==> config.mk <==
export PLATFORM = sky130hd
export DESIGN_NAME = packet_address_masking_onehot_flat
export DESIGN_NICKNAME = d
export VERILOG_FILES = /design/src/sv/pam_pkg.sv /design/src/sv/pam_in_if.sv /design/src/sv/pam_out_if.sv /design/src/sv/pam_cfg_if.sv /design/src/sv/pam_classify.sv /design/src/sv/packet_address_masking_onehot.sv /design/src/flat_wrapper.sv
export SDC_FILE = /design/constraint.sdc
export NUM_CORES = 1
export LEC_CHECK = 0
export ABC_AREA = 1
export BUFFER_PORTS_ARGS = -buffer_cell sky130_fd_sc_hd__buf_2
export CORE_ASPECT_RATIO = 0.6
export CORE_UTILIZATION = 59
export DETAILED_ROUTE_END_ITERATION = 8
export PLACE_DENSITY = 0.79
export SETUP_SLACK_MARGIN = 0.3
export SYNTH_ARGS = -nofsm -noshare
export SYNTH_HDL_FRONTEND = slang
export SYNTH_SLANG_ARGS = --single-unit
==> constraint.sdc <==
create_clock -name clk -period 3.35 [get_ports clk]
set_clock_uncertainty 0.05 [all_clocks]
set_input_delay 0.67 -clock clk [delete_from_list [all_inputs] [get_ports clk]]
set_output_delay 0.67 -clock clk [all_outputs]
set_load 0.1 [all_outputs]
==> src/sv/pam_pkg.sv <==
package pam_pkg;

	// image geometry
	localparam int MAX_WIDTH = 2048;
	localparam int COL_W     = $clog2(MAX_WIDTH);
	localparam int CFG_W     = 12;

	localparam logic [CFG_W-1:0] IMG_WIDTH_RESET = 12'd1500;
	localparam logic [CFG_W-1:0] IMG_WIDTH_CAP   = CFG_W'(MAX_WIDTH);

	// frame layout
	localparam logic [15:0] MAC_END        = 16'd12;
	localparam logic [15:0] ETYPE_HI_POS   = 16'd12;
	localparam logic [15:0] ETYPE_LO_POS   = 16'd13;
	localparam logic [15:0] INNER_HI_POS   = 16'd16;
	localparam logic [15:0] INNER_LO_POS   = 16'd17;
	localparam logic [5:0]  NET_START_PLAIN = 6'd14;
	localparam logic [5:0]  NET_START_VLAN  = 6'd18;
	localparam logic [15:0] POS_MAX        = 16'hFFFF;

	// masked ranges inside the network header
	localparam logic [5:0] V4_SRC_FIRST = 6'd12;
	localparam logic [5:0] V4_SRC_LAST  = 6'd15;
	localparam logic [5:0] V6_SRC_FIRST = 6'd8;
	localparam logic [5:0] V6_SRC_LAST  = 6'd23;

	// ethertypes
	localparam logic [15:0] ETH_VLAN = 16'h8100;
	localparam logic [15:0] ETH_IPV4 = 16'h0800;
	localparam logic [15:0] ETH_IPV6 = 16'h86DD;

	typedef enum logic [1:0] {
		NET_NONE = 2'd0,
		NET_IPV4 = 2'd1,
		NET_IPV6 = 2'd2
	} net_kind_t;

	// per-frame parse state
	typedef struct packed {
		logic [15:0] pos;
		logic [15:0] etype;
		logic        vlan;
		net_kind_t   kind;
		logic [5:0]  ihl_len;
	} frame_state_t;

	localparam frame_state_t FRAME_RESET = '{
		pos:        16'd0,
		etype:      16'd0,
		vlan:       1'b0,
		kind:       NET_NONE,
		ihl_len:    6'd0
	};

	// classifier result for one word
	typedef struct packed {
		logic         emit;
		logic         show;
		frame_state_t next;
	} verdict_t;

endpackage

==> src/sv/pam_in_if.sv <==
interface pam_in_if import pam_pkg::*; ();
	logic       valid;
	logic       ready;
	logic [7:0] packet_byte;
	logic       last_byte;

	modport source (output valid, output packet_byte, output last_byte, input ready);
	modport sink (input valid, input packet_byte, input last_byte, output ready);
endinterface

==> src/sv/pam_out_if.sv <==
interface pam_out_if import pam_pkg::*; ();
	logic             valid;
	logic             ready;
	logic [COL_W-1:0] column_index;
	logic [7:0]       row_index;
	logic             pixel_set;
	logic             frame_end;

	modport source (output valid, output column_index, output row_index,
		output pixel_set, output frame_end, input ready);
	modport sink (input valid, input column_index, input row_index,
		input pixel_set, input frame_end, output ready);
endinterface

==> src/sv/pam_cfg_if.sv <==
interface pam_cfg_if import pam_pkg::*; ();
	logic             valid;
	logic             ready;
	logic [CFG_W-1:0] image_width;

	modport source (output valid, output image_width, input ready);
	modport sink (input valid, input image_width, output ready);
endinterface

==> src/sv/pam_classify.sv <==
module pam_classify import pam_pkg::*; (
	input  frame_state_t     st,
	input  logic [7:0]       pkt_byte,
	input  logic             last,
	input  logic [CFG_W-1:0] width,
	output verdict_t         vd
);

	logic [15:0]      p;
	logic [5:0]       net_start;
	logic             near;
	logic [5:0]       off;
	logic             in_net;
	logic             at_start;
	net_kind_t        kind_now;
	logic [CFG_W-1:0] limit;
	logic             mask_v4;
	logic             mask_v6;
	frame_state_t     nxt;
	logic             show;

	assign p         = st.pos;
	assign net_start = st.vlan ? NET_START_VLAN : NET_START_PLAIN;
	// offsets that matter are all below 64
	assign near      = (p[15:6] == '0);
	assign off       = p[5:0] - net_start;
	assign in_net    = !near || (p[5:0] >= net_start);
	assign at_start  = near && (p[5:0] == net_start);
	assign limit     = (width > IMG_WIDTH_CAP) ? IMG_WIDTH_CAP : width;

	always_comb begin
		nxt  = st;
		show = 1'b1;

		// ethertype capture, outer then inner behind one tag
		if (p < MAC_END) begin
			show = 1'b0;
		end else if (p == ETYPE_HI_POS) begin
			nxt.etype = {pkt_byte, 8'h00};
		end else if (p == ETYPE_LO_POS) begin
			nxt.etype = {st.etype[15:8], pkt_byte};
			if ({st.etype[15:8], pkt_byte} == ETH_VLAN)
				nxt.vlan = 1'b1;
		end else if (st.vlan && p == INNER_HI_POS) begin
			nxt.etype = {pkt_byte, 8'h00};
		end else if (st.vlan && p == INNER_LO_POS) begin
			nxt.etype = {st.etype[15:8], pkt_byte};
		end

		// protocol decided on the first network header byte
		kind_now = st.kind;
		if (at_start) begin
			if (st.etype == ETH_IPV4) begin
				kind_now    = NET_IPV4;
				nxt.ihl_len = {pkt_byte[3:0], 2'b00};
			end else if (st.etype == ETH_IPV6) begin
				kind_now = NET_IPV6;
			end else begin
				kind_now = NET_NONE;
			end
		end
		nxt.kind = kind_now;

		mask_v4 = in_net && near && (kind_now == NET_IPV4) && (off >= V4_SRC_FIRST)
			&& (off <= V4_SRC_LAST) && (off < st.ihl_len);
		mask_v6 = in_net && near && (kind_now == NET_IPV6) && (off >= V6_SRC_FIRST)
			&& (off <= V6_SRC_LAST);
		if (mask_v4 || mask_v6)
			show = 1'b0;

		if (last)
			nxt = FRAME_RESET;
		else if (p != POS_MAX)
			nxt.pos = p + 16'd1;

		vd.emit = (p < {4'b0000, limit});
		vd.show = show;
		vd.next = nxt;
	end

endmodule

==> src/sv/packet_address_masking_onehot.sv <==
// frame bytes to one-hot image columns with address bytes blanked. each
// accepted word is one frame byte; it lands in an input register, is
// classified combinationally against the per-frame parse state (MAC addresses,
// ethertype with one VLAN tag skipped, IPv4 or IPv6 source address), and the
// result goes to an output register. a new byte is taken every cycle as
// long as the result side keeps up: throughput is one byte per cycle,
// with the classify step lying between the input and output registers.
// bytes at positions at or beyond image_width (capped at 2048) make no
// result but still advance the parse state, and a last_byte mark on them
// still closes the frame. image_width is written through the cfg channel,
// which is always ready; write it only while no byte is in flight. there
// is no clearing pass after reset.
module packet_address_masking_onehot import pam_pkg::*; (
	input  logic       clk,
	input  logic       arst_n,
	pam_in_if.sink     pkt,
	pam_out_if.source  res,
	pam_cfg_if.sink    cfg
);

	// configuration
	logic [CFG_W-1:0] width_q;

	// input stage
	logic       valid_s1;
	logic [7:0] byte_s1;
	logic       last_s1;

	// per-frame parse state
	frame_state_t state_q;
	verdict_t     vd;

	// output register
	logic             res_valid_q;
	logic [COL_W-1:0] col_q;
	logic [7:0]       row_q;
	logic             pix_q;
	logic             end_q;

	logic res_free;
	logic adv_s1;
	logic pkt_take;

	// output register can load when empty or being drained this cycle
	assign res_free = !res_valid_q || res.ready;
	// a dropped byte moves on without needing the output register
	assign adv_s1   = valid_s1 && (!vd.emit || res_free);
	assign pkt.ready = !valid_s1 || adv_s1;
	assign pkt_take = pkt.valid && pkt.ready;
	assign cfg.ready = 1'b1;

	pam_classify u_classify (
		.st       (state_q),
		.pkt_byte (byte_s1),
		.last     (last_s1),
		.width    (width_q),
		.vd       (vd)
	);

	// config register
	always_ff @(posedge clk or negedge arst_n) begin
		if (!arst_n) begin
			width_q <= IMG_WIDTH_RESET;
		end else if (cfg.valid) begin
			width_q <= cfg.image_width;
		end
	end

	// input register
	always_ff @(posedge clk or negedge arst_n) begin
		if (!arst_n) begin
			valid_s1 <= 1'b0;
		end else if (pkt_take) begin
			valid_s1 <= 1'b1;
		end else if (adv_s1) begin
			valid_s1 <= 1'b0;
		end
	end

	always_ff @(posedge clk) begin
		if (pkt_take) begin
			byte_s1 <= pkt.packet_byte;
			last_s1 <= pkt.last_byte;
		end
	end

	// parse state advances once per classified byte
	always_ff @(posedge clk or negedge arst_n) begin
		if (!arst_n) begin
			state_q <= FRAME_RESET;
		end else if (adv_s1) begin
			state_q <= vd.next;
		end
	end

	// result register
	always_ff @(posedge clk or negedge arst_n) begin
		if (!arst_n) begin
			res_valid_q <= 1'b0;
		end else if (adv_s1 && vd.emit) begin
			res_valid_q <= 1'b1;
		end else if (res.ready) begin
			res_valid_q <= 1'b0;
		end
	end

	always_ff @(posedge clk) begin
		if (adv_s1 && vd.emit) begin
			col_q <= state_q.pos[COL_W-1:0];
			// 255 minus the byte, blank column reads zero
			row_q <= vd.show ? ~byte_s1 : 8'd0;
			pix_q <= vd.show;
			end_q <= last_s1;
		end
	end

	assign res.valid        = res_valid_q;
	assign res.column_index = col_q;
	assign res.row_index    = row_q;
	assign res.pixel_set    = pix_q;
	assign res.frame_end    = end_q;

	// a blanked column never carries a row
	a_blank_row: assert property (@(posedge clk) disable iff (!arst_n)
		(res_valid_q && !pix_q) |-> (row_q == 8'd0))
		else $error("blank column with nonzero row");

	// MAC address columns are always blanked
	a_mac_blank: assert property (@(posedge clk) disable iff (!arst_n)
		(res_valid_q && (col_q < COL_W'(MAC_END))) |-> !pix_q)
		else $error("MAC address byte shown");

	// the byte after a frame end starts at position zero
	a_frame_restart: assert property (@(posedge clk) disable iff (!arst_n)
		(adv_s1 && last_s1) |=> (state_q.pos == 16'd0))
		else $error("position not cleared after frame end");

	// an empty input stage never stalls the input
	a_empty_ready: assert property (@(posedge clk) disable iff (!arst_n)
		!valid_s1 |-> pkt.ready)
		else $error("input stalled with empty stage");

endmodule

==> src/flat_wrapper.sv <==
// flat-port wrapper written by rule: the top's interface ports become plain ports
module packet_address_masking_onehot_flat import pam_pkg::*;
  (clk, arst_n, pkt_valid, pkt_packet_byte, pkt_last_byte, pkt_ready, res_valid, res_column_index, res_row_index, res_pixel_set, res_frame_end, res_ready, cfg_valid, cfg_image_width, cfg_ready);
  pam_in_if pkt_i ();
  pam_out_if res_i ();
  pam_cfg_if cfg_i ();
  input  logic clk;
  input  logic arst_n;
  input wire logic [$bits(pkt_i.valid)-1:0] pkt_valid;
  input wire logic [$bits(pkt_i.packet_byte)-1:0] pkt_packet_byte;
  input wire logic [$bits(pkt_i.last_byte)-1:0] pkt_last_byte;
  output wire logic [$bits(pkt_i.ready)-1:0] pkt_ready;
  output wire logic [$bits(res_i.valid)-1:0] res_valid;
  output wire logic [$bits(res_i.column_index)-1:0] res_column_index;
  output wire logic [$bits(res_i.row_index)-1:0] res_row_index;
  output wire logic [$bits(res_i.pixel_set)-1:0] res_pixel_set;
  output wire logic [$bits(res_i.frame_end)-1:0] res_frame_end;
  input wire logic [$bits(res_i.ready)-1:0] res_ready;
  input wire logic [$bits(cfg_i.valid)-1:0] cfg_valid;
  input wire logic [$bits(cfg_i.image_width)-1:0] cfg_image_width;
  output wire logic [$bits(cfg_i.ready)-1:0] cfg_ready;
  assign pkt_i.valid = pkt_valid;
  assign pkt_i.packet_byte = pkt_packet_byte;
  assign pkt_i.last_byte = pkt_last_byte;
  assign pkt_ready = pkt_i.ready;
  assign res_valid = res_i.valid;
  assign res_column_index = res_i.column_index;
  assign res_row_index = res_i.row_index;
  assign res_pixel_set = res_i.pixel_set;
  assign res_frame_end = res_i.frame_end;
  assign res_i.ready = res_ready;
  assign cfg_i.valid = cfg_valid;
  assign cfg_i.image_width = cfg_image_width;
  assign cfg_ready = cfg_i.ready;
  packet_address_masking_onehot u_core (.clk(clk), .arst_n(arst_n), .pkt(pkt_i), .res(res_i), .cfg(cfg_i));
endmodule
== Word level (Yosys, flattened, before mapping) ==
Index checks and enable logic that the tools add are counted.
Widths: inputs -> output; s select.

* Register bits after elaboration: 85
* Bits of input ports: 26
* Logic and storage cells: 103

* Add/sub/neg operators: 2
* Order comparisons: 9
* Equal/unequal tests: 14
* Muxes and demuxes: 24
* Bitwise gates (word level): 1
* Reduce and logical (&&, ||, !) cells: 38

{| class="wikitable"
|+ Operators by type and width
! operator !! number
|-
| $mux 16 || 5
|-
| $eq 16x16->1 const B || 2
|-
| $eq 16x4->1 const B || 2
|-
| $eq 16x5->1 const B || 2
|-
| $mux 25 || 1
|-
| $mux 17 || 1
|-
| $add 16x1->16 const B || 1
|-
| $eq 16x12->1 const B || 1
|-
| $lt 16x12->1 || 1
|-
| $lt 16x4->1 const B || 1
|-
| $ne 16x16->1 const B || 1
|-
| $logic_and 1x1->1 || 14
|-
| $reduce_bool 2->1 || 7
|-
| $ge 6x4->1 const B || 2
|-
| $gt 12x12->1 const B || 1
|-
| $mux 12 || 1
|-
| $mux 6 || 2
|-
| $logic_not 10->1 || 1
|-
| $mux 1 || 9
|-
| $mux 8 || 1
|-
| $not 8->8 || 1
|-
| $eq 6x6->1 || 1
|-
| $ge 6x6->1 || 1
|-
| $le 6x4->1 const B || 1
|-
| other kinds (17) || 28
|}

== Logic depth before layout (Yosys ltp) ==
Gate-level depths: netlist of the first run.

* Depth in word-level cells: 11
* Mapped depth: 21

== By module ==
From an unflattened synthesis of the first run, not the netlist that was laid out.

* Cells, all modules: 651
* Area total of the unflattened synthesis: 5202.5 sq um

{| class="wikitable"
|+ By module, submodules not included
! module !! times used !! cells an instance !! area each (sq um) !! sequential area each (sq um)
|-
| packet_address_masking_onehot || 1 || 281 || 3146.8 || 2285.9
|-
| pam_classify || 1 || 370 || 2055.7 || 0.0
|}

== Least setup slack after synthesis of the first run ==
Ideal clock, no wire load.

* Path type: register to register
* From: register u_core.width_q[7]
* To: register u_core.byte_s1[0] (enable)
* Setup time: 283 ps
* Data arrival time: 3113 ps
* Setup slack: -96 ps
* Cell stages (with the launch flop): 16
* Path buffers: 0
* Period minus slack after synthesis: 3446 ps
* Path through: dfstp_2 -> inv_1 -> nand2_1 -> nor4_1 -> nand4_1 -> nand2_1 -> nand2_1 -> ha_1 -> a21oi_1 -> nor2_1 -> a211oi_1 -> nand2_1 -> nand2_1 -> nand4_1 -> nand2_1 -> inv_1

* Cells in the longest elaborated chain, start to end: 8

{| class="wikitable"
|+ Ends and longest elaborated chain
! item !! RTL line !! source
|-
| start, declared || packet_address_masking_onehot.sv:22 || <nowiki>logic [CFG_W-1:0] width_q;</nowiki>
|-
| start signal, assigned || packet_address_masking_onehot.sv:65 || <nowiki>width_q <= cfg.image_width;</nowiki>
|-
| $gt 12x12->1 || pam_classify.sv:29 || <nowiki>assign limit = (width > IMG_WIDTH_CAP) ? IMG_WIDTH_CAP : width;</nowiki>
|-
| $mux 12 * || pam_classify.sv:29 ||
|-
| $lt 16x12->1 * || pam_classify.sv:76 || <nowiki>vd.emit = (p < {4'b0000, limit});</nowiki>
|-
| $logic_not 1->1 * || packet_address_masking_onehot.sv:47 || <nowiki>assign adv_s1 = valid_s1 && (!vd.emit || res_free);</nowiki>
|-
| $logic_or 1x1->1 * || packet_address_masking_onehot.sv:47 ||
|-
| $logic_and 1x1->1 * || packet_address_masking_onehot.sv:47 ||
|-
| $logic_or 1x1->1 * || packet_address_masking_onehot.sv:48 || <nowiki>assign pkt.ready = !valid_s1 || adv_s1;</nowiki>
|-
| net pkt_ready || flat_wrapper.sv:12 || <nowiki>output wire logic [$bits(pkt_i.ready)-1:0] pkt_ready;</nowiki>
|-
| $logic_and 1x1->1 * || packet_address_masking_onehot.sv:49 || <nowiki>assign pkt_take = pkt.valid && pkt.ready;</nowiki>
|-
| net u_core.pkt_take || packet_address_masking_onehot.sv:42 || <nowiki>logic pkt_take;</nowiki>
|-
| end signal, assigned || packet_address_masking_onehot.sv:82 || <nowiki>byte_s1 <= pkt.packet_byte;</nowiki>
|-
| end, declared || packet_address_masking_onehot.sv:26 || <nowiki>logic [7:0] byte_s1;</nowiki>
|}

The timed path passes the listed nets; every way through them passes the cells marked *.
A chain may end at the register's enable or synchronous reset.

== Worst setup path in the final report of the first run ==
* From: register u_core.width_q[5]
* To: output pkt_ready

* Cells in the longest elaborated chain, start to end: 7

{| class="wikitable"
|+ Ends and longest elaborated chain
! item !! RTL line
|-
| $gt 12x12->1 || pam_classify.sv:29
|-
| $mux 12 * || pam_classify.sv:29
|-
| $lt 16x12->1 * || pam_classify.sv:76
|-
| $logic_not 1->1 * || packet_address_masking_onehot.sv:47
|-
| $logic_or 1x1->1 * || packet_address_masking_onehot.sv:47
|-
| $logic_and 1x1->1 * || packet_address_masking_onehot.sv:47
|-
| $logic_or 1x1->1 * || packet_address_masking_onehot.sv:48
|-
| end, declared || flat_wrapper.sv:12
|}

Every way passes the cells marked *; elsewhere a longest branch is shown, timed or not.

==> metrics.txt, run 1 <==
failing checks negative setup slack; DP Wirelength 7922 µm; Final ANT Viol Nets 0; Clock Sinks 83; syn_nets 608; CP endpoint kind output port; Vias 4156; worst path cell trace nor4_4, nand4_1, nand2_2, nand2_2, ha_4, a21oi_2, nor2_1, a211oi_1, nand2_1, nand2_2, nand4_1, buf_12; Core Rows 24; RSZ-0062 raised after global routing true; global-route wire length before repair 18900 µm; I/O pin cnt 50; synthesized flop and latch total 83; post-route setup slack -120.9 ps; Final period util 1.036; Overflow after GRT 0; pwr dens 578.0 nW/µm²; Area Growth Syn to Fin 21.91%; max-slew violation count 0; post-layout minimum cycle time 3471 ps; clock root buffer master clkbuf_16; antenna fix cells 0; insertion delay to the later sink of the worst-skew pair 350 ps; dpl cell area 4994 µm²; die footprint 8201 µm²; total CTS buffers 9; Cells after Synth 559; total of max-cap violations 0; Die Ht 70.55 µm; die width 116.3 µm; synth unique cells 42; final net count 673; final hold vios 0; Hold/Removal Path Class in -> async; initial DRC count 389; Clock Path Buffers 2; status finished, violations left; Clock Pin Slew Worst Setup and Hold Paths 70 ps; Total Power 0.003256 W; Required @ worst endpoint 2630 ps; DRC Markers 0; Worst Path Arrival 2750 ps; initial antenna violation count 0; core footprint 7417 µm²; DP Worst Slack 154.4 ps; wire length per cell 16.01 µm; commonest cells in the netlist 170 x nand2_1, 58 x nor2_1, 55 x inv_1; Initial Util 0.6230; cts hold-fix bufs 0; total track usage 0.3086; CP peak stage delay 430 ps; CP max FO 6; # port buffers 48; overall routed net length 11730 µm; synth warn 0; Synth top area share 0.2491; WHS 302.4 ps; sequential-to-total area share from yosys stat 0.4839; iteration count of the initial detailed-routing pass 8; Main synth FF type dfrtp_1; CP startpoint kind register; TritonCTS clock tree done; crit path kind reg -> out; Final Setup Violations 1; CP max stage cell dfrtp_1; Peak VDD IR 415.6 µV; worst rel slew slack 0.5538; Worst-Margin Slew 669.4 ps; Post-Syn Area 4621 µm²; Leak 2.753 nW; design area 5633 µm²; most frequent cell after synthesis nand2_1; Avg Inst Size Synth 8.266 µm²; largest net degree at the start of global routing 30; CP most frequent cell nand2_2; Synth area leaders dfrtp_1 25%, edfxtp_1 19%, nand2_1 14%; Synth area leader dfrtp_1; routability cong. 0.8944; share of layout cells above drive strength 1 0.2369; routed vias/inst 5.670; fraction of registers with async set or reset after synthesis 0.6386; Final Core Density 0.7594; vias in the first global route 3821; Peak Freq 288.1 MHz; Post-synth EDFFs 30; number of H-tree levels 3
power by group:
part	switching (W)	leakage, nW	internal [W]
registers	0.000107	0.980	0.00119
logic	0.000653	1.62	0.000286
clock network	0.000432	0.150	0.000591
through the flow:
stage | std cells | TNS [ps]
2_1_floorplan | 559 | -666.5
3_3_place_gp | 705 | 0
3_5_place_dp | 705 | 0
4_1_cts | 730 | -82.47
5_1_grt | 733 | -1399
6_report | 733 | -120.9
layout by cell type, fill, tap and decap left out, types with 13 or more instances in the layout:
master and instances:
nand2_1 155, nor2_1 58, nand3_1 49, inv_1 47, buf_2 47, dfrtp_1 46, edfxtp_1 30, o21ai_0 19
ha_1 16, nand2_2 14, nor3_1 13
state kept, by name (all words and copies together), names as in the netlist:
signal	count
u_core.res.column_index	11
u_core.valid_s1	1
u_core.byte_s1	8
u_core.res.valid	1
u_core.last_s1	1
u_core.state_q	39
u_core.res.frame_end	1
u_core.res.pixel_set	1
u_core.res.row_index	8
u_core.width_q	12
cells by family (layout without fill, tap and decap cells):
kind of cell / Yosys count / in the layout / synth area share
and+or+nand+nor: 331 / 331 / 0.3182
DFF: 83 / 83 / 0.4839
buffers and inverters: 72 / 142 / 0.06255
AOI/OAI and AO/OA: 37 / 37 / 0.04576
adders and majority gates: 23 / 23 / 0.06390
xor gates and xnor gates: 8 / 8 / 0.01516
muxes: 4 / 4 / 0.009747
other: 1 / 1 / 0.0008116
layout make-up:
class                           instances  area, µm²
Tap cell                              104      130.1
Fill cell                             515       1784
Clock inverter                          7      83.83
Multi-Input combinational cell        404       2260
Timing Repair Buffer                   67      471.7
Inverter                               59      226.5
Clock buffer                            9      225.2
Sequential cell                        83       2236
critical path, delay by kind of cell (launching register included):
kind | cells | cell delay (ps)
compound gates | 2 | 360
flops | 1 | 430
fa+ha+maj | 1 | 230
buf+inv | 1 | 240
simple gates | 8 | 1120
worst paths after layout:
check	endpoint	depth (start not counted)	slack, ps	startpoint
hold / removal	u_core.width_q[5]$_DFFE_PN0P_	1	300	arst_n
setup / recovery	pkt_ready	12	-120	u_core.width_q[5]$_DFFE_PN0P_
min in group clk	u_core.state_q[3]$_DFFE_PN0P_	2	430	u_core.state_q[3]$_DFFE_PN0P_
setup reg to reg	u_core.res.pixel_set$_DFFE_PP_	20	50	u_core.width_q[5]$_DFFE_PN0P_
hold reg to reg	u_core.state_q[3]$_DFFE_PN0P_	2	430	u_core.state_q[3]$_DFFE_PN0P_
max in group asynchronous	u_core.width_q[3]$_DFFE_PN1P_	2	2110	arst_n
per-layer routing:
layer	vias to the layer above	part of all wire	global-route usage
met5	-	0	0
met4	0	0.016	0.09117
met3	30	0.11	0.08312
met2	227	0.43	0.4339
met1	1930	0.45	0.4665
li1	1969	-	-
what timing repair did:
action                     4_1_cts  5_1_grt
cloned                           1        0
pin swaps                       14       12
resized for setup               28       18
setup endpoints to repair       38       80
setup buffers                    8        3
Note: power is estimated with default switching activity, not from simulation.
==> run 2, diff against run 1 <==
--- a/config.mk
+++ b/config.mk
@@ -7,11 +7,13 @@
 export LEC_CHECK = 0
 export ABC_AREA = 1
 export BUFFER_PORTS_ARGS = -buffer_cell sky130_fd_sc_hd__buf_2
-export CORE_ASPECT_RATIO = 0.6
-export CORE_UTILIZATION = 59
+export CORE_ASPECT_RATIO = 1.1
+export CORE_UTILIZATION = 60
+export CTS_CLUSTER_SIZE = 40
 export DETAILED_ROUTE_END_ITERATION = 8
-export PLACE_DENSITY = 0.79
+export PLACE_DENSITY = 0.8
 export SETUP_SLACK_MARGIN = 0.3
 export SYNTH_ARGS = -nofsm -noshare
 export SYNTH_HDL_FRONTEND = slang
+export SYNTH_HIERARCHICAL = 1
 export SYNTH_SLANG_ARGS = --single-unit
==> run 2 against run 1 <==
Net effect: the flow still finishes with violations (negative setup slack); synthesized cell count is 16% higher; first-iteration DRC count is 82% higher; area after synthesis is 13% higher; via count is 24% higher; count of clock-buffer cells in the layout stayed put; cell count is 14% higher; sequential share of layout area is 4.0 points lower; core utilization is 0.20 points higher; combinational power is 32% higher; setup slack worse by 330 ps.
==> metrics.txt, run 2 <==
RSZ-0062 raised after global routing true; synth unique cells 49 (+17%); post-layout minimum cycle time 3801 ps (+329.7 ps); Final period util 1.135 (+0.09843); reg2reg start u_core/width_q[5]$_DFFE_PN0P_; pwr dens 510.3 nW/µm² (-12%); post-route setup slack -450.7 ps (-329.7 ps); CP bufs+invs 2 (+1); Overflow after GRT 0 (unchanged); CP endpoint kind output port; Die Ht 99.66 µm (+41%); Clock Pin Slew Worst Setup and Hold Paths 90 ps (+20 ps); design area 6402 µm² (+14%); worst rel slew slack 0.5051 (-0.04868); WHS 385.1 ps (+82.65 ps); max-slew violation count 0 (unchanged); number of H-tree levels 3 (unchanged); synth warn 6 (+6); initial DRC count 708 (+82%); cell family with most CP delay simple AND/OR/NAND/NOR gates; Synth area leader dfrtp_1; CP max FO 6 (unchanged); Vias 5137 (+24%); Clock Path Buffers 2 (unchanged); cts hold-fix bufs 0 (unchanged); total of max-cap violations 0 (unchanged); Peak Freq 263.1 MHz (-8.7%); CP most frequent cell nand2_1; Avg Inst Size Synth 7.992 µm² (-3.3%); CP peak stage delay 550 ps (+120 ps); sequential-to-total area share from yosys stat 0.4394 (-0.04449); die footprint 9048 µm² (+10%); Final ANT Viol Nets 0 (unchanged); Required @ worst endpoint 2630 ps (about the same); DP Wirelength 8012 µm (+1.1%); total CTS buffers 9 (unchanged); Post-synth EDFFs 30 (unchanged); DRC Markers 0 (unchanged); CP max stage cell or4_4; core footprint 8408 µm² (+13%); failing checks negative setup slack; routed vias/inst 6.123 (+8.0%); total track usage 0.3154 (+0.006832); die width 90.79 µm (-22%); # port buffers 48 (unchanged); FILL cells 567 (+10%); largest net degree at the start of global routing 56 (+87%); Synth area leaders dfrtp_1 23%, edfxtp_1 17%, nand2_1 12%; vias in the first global route 4505 (+18%); wire length per cell 17.79 µm (+11%); Post-Syn Area 5202 µm² (+13%); overall routed net length 14920 µm (+27%); Clock Sinks 85 (+2.4%); Leak 3.150 nW (+14%); antenna fix cells 0 (unchanged); syn_nets 702 (+15%); dpl cell area 5529 µm² (+11%); Initial Util 0.6188 (-0.004226); max reg flops 41 (+5.1%); TritonCTS clock tree done; Synth top area share 0.2309 (-0.01824); Critical path origin u_core/width_q[5]$_DFFE_PN0P_; Worst-Margin Slew 742.4 ps (+73.02 ps); share of layout cells above drive strength 1 0.2418 (+0.004874); routability cong. 0.9508 (+6.3%); commonest cells in the netlist 169 x nand2_1, 74 x inv_1, 66 x nand3_1; Area Growth Syn to Fin 23.06%; Cells after Synth 651 (+16%); CP startpoint kind register; initial antenna violation count 0 (unchanged); insertion delay to the later sink of the worst-skew pair 370 ps (+20 ps); I/O pin cnt 50 (unchanged); iteration count of the initial detailed-routing pass 6 (-2); crit path kind reg -> out; Core Rows 35 (+46%); worst path cell trace or4_4, nor2_4, nand2_2, nand2_4, buf_6, nand2_1, ha_1, nand3_1, nand2_1, nand4_1, nand2_1, a21oi_2, nand4_1, buf_12; Worst Path Arrival 3080 ps (+330 ps); Final Setup Violations 57 (+56); most frequent cell after synthesis nand2_1; fraction of registers with async set or reset after synthesis 0.6471 (+0.008505); Main synth FF type dfrtp_1; clock root buffer master clkbuf_8; global-route wire length before repair 22100 µm (+17%); Hold/Removal Path Class in -> async; Biggest register u_core/state_q; Peak VDD IR 320.0 µV (-23%); final hold vios 0 (unchanged); final net count 774 (+15%); commonest non-fill, non-tap cell in the layout nand2_1; synthesized flop and latch total 85 (+2.4%); most frequent cells in the layout 160 x nand2_1, 72 x inv_1, 64 x nand3_1, 61 x nor2_1, 48 x dfrtp_1; status finished, violations left
## run 2: final cells by class
class / count / area [µm²] / area share
Clock buffer: 9 / 123.9 / 0.01935
Clock inverter: 7 / 73.82 / 0.01153
Inverter: 84 / 329.1 / 0.05140
Multi-Input combinational cell: 462 / 2653 / 0.4143
Sequential cell: 85 / 2286 / 0.3570
Tap cell: 111 / 138.9 / 0.02169
Timing Repair Buffer: 81 / 798.3 / 0.1247
## run 2: what timing repair did
| item | in CTS | in global routing |
|---|---|---|
| pin swaps | 7 | 13 |
| buffers inserted | 10 | 6 |
| gates cloned | 9 | 2 |
| endpoints found under the setup margin | 63 | 74 |
| resized for setup | 30 | 30 |
## run 2: path summary, 6_finish.rpt
kind	to	slack, ps	depth (start not counted)
setup reg to reg	u_core/state_q[24]$_DFFE_PN0P_	-150	21
max in group asynchronous	u_core/state_q[15]$_DFFE_PN0P_	2360	2
setup / recovery	pkt_ready	-450	14
hold / removal	u_core/state_q[34]$_DFFE_PN0P_	390	2
hold reg to reg	u_core/state_q[5]$_DFFE_PN0P_	440	2
min in group clk	u_core/byte_s1[0]$_DFFE_PP_	430	1
## run 2: power breakdown
part / internal, W / switching (W) / leakage (nW)
Combinational: 0.000412 / 0.000828 / 2.04
Sequential: 0.00119 / 0.0000974 / 1.02
Clock: 0.000347 / 0.000397 / 0.0899
## run 2: through the flow
stage | utilization | worst slack, ps | TNS (ps) | power, W | std cells
6_report | 0.7615 | -450.7 | -4205 | 0.003267 | 839
5_1_grt | 0.7615 | -596.6 | -12440 | 0.003379 | 839
4_1_cts | 0.7329 | -363.2 | -363.2 | 0.003151 | 831
3_5_place_dp | 0.6576 | -50.81 | -50.81 | 0.002171 | 796
3_3_place_gp | 0.6576 | 57.46 | 0 | 0.002146 | 796
2_1_floorplan | - | -489.4 | -5074 | 0.001979 | 651
## run 2: worst reg2reg max path, delay by kind of cell, from the launching register on
kind                       cells  cell delay [ps]
adders and majority gates      1              270
DFF                            1              390
and+or+nand+nor               13             1770
buffers and inverters          6              830
AOI/OAI and AO/OA              1               70
## run 2: kinds of logic after synthesis
group,count (synthesis),share of synthesized area
simple gates,354,0.3172
buf+inv,104,0.08610
flops,85,0.4394
compound gates,79,0.08995
fa+ha+maj,25,0.06157
xor+xnor,3,0.005051
other cells,1,0.0007208
## run 2: routing by layer
metal  vias to the layer above  share of wire  track usage
met2                       418           0.46       0.5122
li1                       2290              -            -
met1                      2305           0.37       0.4027
met3                       124           0.11      0.05352
met4                         0          0.063       0.1795
met5                         -              0            0
